===== config.mk =====
export PLATFORM = sky130hd
export DESIGN_NAME = sliding_window_min_max
export DESIGN_NICKNAME = d
export VERILOG_FILES = /design/src/swmm_pkg.sv /design/src/sliding_window_min_max.sv
export SDC_FILE = /design/constraint.sdc
export NUM_CORES = 2
export LEC_CHECK = 0
export ABC_CLOCK_PERIOD_IN_PS = 21800
export CORE_ASPECT_RATIO = 1.2
export CORE_MARGIN = 2
export CORE_UTILIZATION = 40
export DETAILED_ROUTE_END_ITERATION = 7
export DONT_BUFFER_PORTS = 1
export GPL_TIMING_DRIVEN = 0
export PLACE_DENSITY = 0.62
export SYNTH_ARGS = -nofsm -noshare
export SYNTH_HDL_FRONTEND = slang
export SYNTH_SLANG_ARGS = --single-unit
export TNS_END_PERCENT = 100

===== constraint.sdc =====
create_clock -name clk -period 21.8 [get_ports clk]
set_clock_uncertainty 0.05 [all_clocks]
set_input_delay 0 -clock clk [delete_from_list [all_inputs] [get_ports clk]]
set_output_delay 0 -clock clk [all_outputs]
set_load 0.01 [all_outputs]

===== src/swmm_pkg.sv =====
`default_nettype none

package swmm_pkg;

  localparam int DATA_W     = 32;
  localparam int FILLED_W   = 7;
  localparam int WINDOW_DEF = 64;
  localparam int CFG_IDX_W  = 1;

  localparam logic [DATA_W-1:0] SEED_MIN_RST = 32'hFFFF_FFFF;
  localparam logic [DATA_W-1:0] SEED_MAX_RST = 32'h0000_0000;

  localparam logic [CFG_IDX_W-1:0] REG_SEED_MIN = 1'b0;
  localparam logic [CFG_IDX_W-1:0] REG_SEED_MAX = 1'b1;

  typedef enum logic [1:0] {
    ST_IDLE,
    ST_CHECK,
    ST_SCAN,
    ST_DONE
  } swmm_state_t;

endpackage

`default_nettype wire


===== src/sliding_window_min_max.sv =====
// An accepted sample goes through ST_CHECK and ST_DONE to its result beat, with
//   ST_SCAN between them when an evicted extreme forces a rescan of the ring
//   (one memory read per cycle). The next sample is taken only in ST_IDLE, after
//   the result register has been loaded, so a beat held by out_stall holds it off.
// Reset (rst, synchronous): ring slot and fill count zero, seeds at all ones
//   and zero, no result pending; ring contents are not cleared.
`default_nettype none

module sliding_window_min_max #(
  parameter int WINDOW = swmm_pkg::WINDOW_DEF
) (
  input  wire                              clk,
  input  wire                              rst,
  input  wire                              cfg_valid,
  output logic                             cfg_ready,
  input  wire  [swmm_pkg::CFG_IDX_W-1:0]   cfg_index,
  input  wire  [swmm_pkg::DATA_W-1:0]      cfg_data,
  input  wire                              in_valid,
  output logic                             in_stall,
  input  wire  [swmm_pkg::DATA_W-1:0]      sample,
  output logic                             out_valid,
  input  wire                              out_stall,
  output logic [swmm_pkg::DATA_W-1:0]      window_min,
  output logic [swmm_pkg::DATA_W-1:0]      window_max,
  output logic [swmm_pkg::DATA_W-1:0]      amplitude,
  output logic [swmm_pkg::FILLED_W-1:0]    filled
);

  import swmm_pkg::*;

  localparam int AW = $clog2(WINDOW);
  localparam int CW = $clog2(WINDOW + 1);

  localparam logic [AW-1:0] LAST_SLOT = AW'(WINDOW - 1);
  localparam logic [CW-1:0] FULL_CNT  = CW'(WINDOW);

  swmm_state_t state, state_next;

  logic [DATA_W-1:0] seed_min;
  logic [DATA_W-1:0] seed_max;
  logic [DATA_W-1:0] run_min;
  logic [DATA_W-1:0] run_max;
  logic [DATA_W-1:0] held_sample;
  logic [AW-1:0]     write_slot;
  logic [CW-1:0]     fill_count;
  logic [CW-1:0]     scan_cnt;
  logic              min_gone;
  logic              max_gone;

  logic [DATA_W-1:0] ring [WINDOW];
  logic [DATA_W-1:0] rd_data;
  logic [AW-1:0]     raddr;
  logic              mem_we;

  logic              in_accept;
  logic              out_load;
  logic              full;
  logic              take_min;
  logic              take_max;
  logic              min_gone_c;
  logic              max_gone_c;
  logic [CW+FILLED_W-1:0] fill_ext;

  assign cfg_ready = 1'b1;

  always_ff @(posedge clk) begin
    if (rst) begin
      seed_min <= SEED_MIN_RST;
      seed_max <= SEED_MAX_RST;
    end else if (cfg_valid && cfg_ready) begin
      case (cfg_index)
        REG_SEED_MIN: seed_min <= cfg_data;
        REG_SEED_MAX: seed_max <= cfg_data;
        default: ;
      endcase
    end
  end

  // Sequencer: next state
  always_comb begin
    state_next = state;
    case (state)
      ST_IDLE:  if (in_valid) state_next = ST_CHECK;
      ST_CHECK: state_next = (min_gone_c || max_gone_c) ? ST_SCAN : ST_DONE;
      ST_SCAN:  if (scan_cnt == FULL_CNT) state_next = ST_DONE;
      ST_DONE:  if (!out_valid || !out_stall) state_next = ST_IDLE;
      default:  state_next = ST_IDLE;
    endcase
  end

  // Sequencer: outputs
  always_comb begin
    in_stall = 1'b1;
    mem_we   = 1'b0;
    raddr    = write_slot;
    out_load = 1'b0;
    case (state)
      ST_IDLE:  in_stall = 1'b0;
      ST_CHECK: mem_we = 1'b1;
      ST_SCAN:  raddr = scan_cnt[AW-1:0];
      ST_DONE:  out_load = !out_valid || !out_stall;
      default: ;
    endcase
  end

  assign in_accept = in_valid && !in_stall;

  assign full       = (fill_count == FULL_CNT);
  assign take_min   = (held_sample <= run_min);
  assign take_max   = (held_sample >= run_max);
  assign min_gone_c = full && (rd_data == run_min) && !take_min;
  assign max_gone_c = full && (rd_data == run_max) && !take_max;

  always_ff @(posedge clk) begin
    if (mem_we) begin
      ring[write_slot] <= held_sample;
    end
    rd_data <= ring[raddr];
  end

  always_ff @(posedge clk) begin
    if (rst) begin
      state      <= ST_IDLE;
      write_slot <= '0;
      fill_count <= '0;
      run_min    <= SEED_MIN_RST;
      run_max    <= SEED_MAX_RST;
      min_gone   <= 1'b0;
      max_gone   <= 1'b0;
      scan_cnt   <= '0;
    end else begin
      state <= state_next;
      case (state)
        ST_IDLE: begin
          // Empty ring: restart the extremes from the seeds.
          if (in_accept && (fill_count == '0)) begin
            run_min <= seed_min;
            run_max <= seed_max;
          end
        end
        ST_CHECK: begin
          if (min_gone_c) begin
            run_min <= seed_min;
          end else if (take_min) begin
            run_min <= held_sample;
          end
          if (max_gone_c) begin
            run_max <= seed_max;
          end else if (take_max) begin
            run_max <= held_sample;
          end
          min_gone   <= min_gone_c;
          max_gone   <= max_gone_c;
          write_slot <= (write_slot == LAST_SLOT) ? '0 : write_slot + AW'(1);
          if (!full) begin
            fill_count <= fill_count + CW'(1);
          end
          scan_cnt <= '0;
        end
        ST_SCAN: begin
          // Read data is registered: it belongs to the address issued in the cycle before.
          if (scan_cnt != '0) begin
            if (min_gone && (rd_data < run_min)) run_min <= rd_data;
            if (max_gone && (rd_data > run_max)) run_max <= rd_data;
          end
          if (scan_cnt != FULL_CNT) begin
            scan_cnt <= scan_cnt + CW'(1);
          end
        end
        default: ;
      endcase
    end
  end

  always_ff @(posedge clk) begin
    if (in_accept) begin
      held_sample <= sample;
    end
  end

  assign fill_ext = (CW + FILLED_W)'(fill_count);

  // Result register: hold the beat until the sink takes it.
  always_ff @(posedge clk) begin
    if (rst) begin
      out_valid <= 1'b0;
    end else if (out_load) begin
      out_valid <= 1'b1;
    end else if (!out_stall) begin
      out_valid <= 1'b0;
    end
  end

  always_ff @(posedge clk) begin
    if (out_load) begin
      window_min <= run_min;
      window_max <= run_max;
      amplitude  <= run_max - run_min;
      filled     <= fill_ext[FILLED_W-1:0];
    end
  end

endmodule

`default_nettype wire


==> results.tsv <==
metric	value	unit
hold path start	out_stall	
highest routing layer actually used	met5	
Top delay family on crit path	buffers and inverters	
num ports	176	
global route overflow	0	
Mapped Cells	5383	
Root Buffer	clkbuf_16	
warnings from Yosys	0	
drt pass-1 iters	8	
Pleak	36.5	nW
period utilization	29.1	%
CTS tree	yes	
Total Routing Usage GR	23.2	%
placed wire-length estimate	207	mm
CP startpoint kind	register	
global placement routability congestion	1.04	
Critical Path AT	7.01	ns
Setup crit start	state[0]$_SDFFE_PP0P_	
RSZ-0062 raised after global routing	false	
num rows	196	
CP endpoint kind	register	
Synth Flop Type	edfxtp_1	
Hold Path End	filled[0]$_DFFE_PP_	
final-report hold violation count	0	
post-route ant nets	0	
met3 wire len	22.9	mm
commonest non-fill, non-tap cells in the layout	edfxtp_1 (2183), nand2_1 (540), mux4_2 (512)	
Synth Register Bits	2368	
core area	0.238	mm²
EDFF count, synth	2183	
largest net degree at the start of global routing	34	
first-pass GRT wire length	404	mm
worst slew pin tran	1.62	ns
initial core utilization	40.2	%
H-tree depth	4	
met1 WL	108	mm
clk sinks	2368	
most used cell, CP	clkbuf_1	
Worst Setup Slack post-DPL	15.57	ns
synthesis-to-finish area growth	18.7	%
Tmin final	6.34	ns
crit-path max FO	10	
Register-to-Register Path Depth	11	
crit-path max cell delay	1.31	ns
clk_lat worst skew	0.89	ns
number of port buffers	0	
worst vdd ir	0.0888	mV
1st-iter DRT viols	6356	
# setup viols final	0	
vias in the first global route	55272	
Max Root-Sink Buffers	3	
die area	0.243	mm²
required time worst endpoint	22.47	ns
Vias	55187	
WP buf/inv	5	
layout cells sized above 1	19.1	%
commonest non-fill, non-tap cell in the layout	edfxtp_1	
number of max-cap violations	8	
DR WL/cell	30.6	µm
DRC violations left	2	
Mean Syn Cell Area	17.8	µm²
post-CTS sizing	0	
status	complete, but fails checks	
final hold slack	0.0827	ns
PwrDens	113	mW/mm²
Peak Freq	0.158	GHz
max_slew headroom	-8.40	%
worst r2r src	state[0]$_SDFFE_PP0P_	
final setup TNS	0	ns
post-route setup slack	15.46	ns
Crit-path slowest cell	a311oi_1	
Post-Route WL	286	mm
Slew Viols, Final	21	
post-DR vias/cell	5.90	
WL met2	139	mm
Crit Path Category	register to register	
Syn Nets	5623	
Clock transition at path regs	0.07	ns
Hold Path Stages	2	
Net count, final	6233	
cells along the critical path	inv_1 -> ha_1 -> buf_2 -> clkbuf_1 -> mux2i_1 -> clkbuf_1 -> clkbuf_1 -> nand2_1 -> a311oi_1 -> a211oi_1 -> a21oi_1	
Synth async-reset ratio	0	%
initial antenna violation count	16	
failing checks	design-rule violations, max-capacitance violations, max-slew violations	
cts bufs inserted	227	
Unique masters post-synth	73	
Post-CTS Setup Inserts	0	
synthesized area	0.0956	mm²
Seq/Total Area, Yosys	72.5	%
hold_buf cts	194	
Reg2Reg Capture Point	rd_data[2]$_DFF_P_	
Die H	539	µm
flop2flop setup slack	15.46	ns
Hold Crit Class	input pin to register	
Die Wd	450	µm
==> area by class of cell <==
cell class | instances | area, µm²
timing repair buffer | 381 | 6140
antenna | 9 | 22.5
tap | 3168 | 3960
clock buffer | 285 | 5990
fill | 19548 | 124000
buffer | 329 | 1350
sequential | 2368 | 69300
inverter | 91 | 342
clock inverter | 135 | 1190
multi-input combinational | 2595 | 25200
==> stage by stage <==
stage	utilization [%]	instance area (µm²)	std cells	total power [mW]
2_1_floorplan	-	95600	5383	7.55
3_3_place_gp	41.9	99500	8551	8.74
3_5_place_dp	43.9	104000	8738	8.96
4_1_cts	47.7	113000	9352	12.8
5_1_grt	47.7	113000	9353	13.2
6_report	47.7	113000	9361	12.8
==> power by group <==
part / switching, mW / internal, mW / leakage (nW)
clock: 1.73 / 2.11 / 3.49
combinational: 2.08 / 1.31 / 11.9
sequential: 0.233 / 5.33 / 21.2
==> registers in the layout (all words and copies together) (netlist names) <==
register     flops
amplitude       32
fill_count       7
filled           7
held_sample     32
max_gone         1
min_gone         1
out_valid        1
rd_data         32
ring          2048
run_max         32
run_min         32
scan_cnt         7
seed_max        32
seed_min        32
state            2
window_max      32
window_min      32
write_slot       6
==> worst reg2reg max path, cell delays in order, from the launching register on <==
cell	delay [ns]
dfxtp_1	0.33
inv_1	0.15
ha_1	0.17
buf_2	0.18
clkbuf_1	0.67
mux2i_1	0.77
clkbuf_1	0.94
clkbuf_1	0.73
nand2_1	0.12
a311oi_1	1.31
a211oi_1	0.11
a21oi_1	0.65
==> worst max path at each step <==
stage                              end  slack, ns  cells past startpoint
6_report            rd_data[2]$_DFF_P_      15.46                     11
5_1_grt            rd_data[15]$_DFF_P_      15.62                     11
3_5_place_dp        rd_data[2]$_DFF_P_      15.57                     11
3_3_place_gp   window_min[5]$_DFFE_PP_      10.34                      2
2_1_floorplan   amplitude[0]$_DFFE_PP_      12.99                      2
4_1_cts             rd_data[2]$_DFF_P_      15.56                     11
==> logic make-up (layout without fill, tap and decap cells) <==
group                      Yosys count  count (layout)  share of synthesized area (%)
AOI/OAI and AO/OA                  776             776                           5.71
xor gates and xnor gates            34              34                          0.312
adders and majority gates          170             170                           2.23
buffers and inverters              420            1221                           1.77
DFF                               2368            2368                           72.5
muxes                              525             525                           12.2
other                                1              10                        0.00392
and+or+nand+nor                   1089            1089                           5.31
==> layer usage <==
metal / global-route usage, % / up-vias
met5: 0 / -
met4: 11.9 / 10
met3: 4.65 / 578
met2: 38.2 / 2736
met1: 29.2 / 28801
li1: - / 23062
==> synth_stat cells, types with 4 or more instances <==
cell | instances | area share, %
o211ai_1 | 9 | 0.071
nor2_1 | 141 | 0.55
nor2b_1 | 21 | 0.14
a2111oi_0 | 36 | 0.33
dfxtp_1 | 185 | 3.9
a311oi_1 | 69 | 0.63
xnor2_1 | 16 | 0.15
mux2i_1 | 8 | 0.084
a211o_1 | 34 | 0.31
nand4_1 | 41 | 0.27
mux2_2 | 5 | 0.059
nand3_1 | 36 | 0.19
a21oi_1 | 194 | 1.0
a21boi_0 | 4 | 0.031
a32o_1 | 31 | 0.32
inv_1 | 91 | 0.36
mux4_2 | 512 | 12
nor4_1 | 38 | 0.25
o2bb2ai_1 | 31 | 0.28
nand3b_1 | 36 | 0.28
or3_1 | 4 | 0.026
nor3_1 | 61 | 0.32
buf_1 | 29 | 0.11
nand2b_1 | 15 | 0.098
edfxtp_1 | 2183 | 69
ha_1 | 169 | 2.2
and3_1 | 12 | 0.079
buf_2 | 62 | 0.32
buf_6 | 4 | 0.047
a31oi_1 | 97 | 0.63
o21ai_0 | 37 | 0.19
nand2_1 | 540 | 2.1
a211oi_1 | 158 | 1.2
and2_1 | 125 | 0.82
a21o_1 | 35 | 0.27
o21a_1 | 9 | 0.071
xor2_1 | 18 | 0.16
nor3b_1 | 5 | 0.039
clkbuf_1 | 233 | 0.92
(Power assumes the default switching activity.)
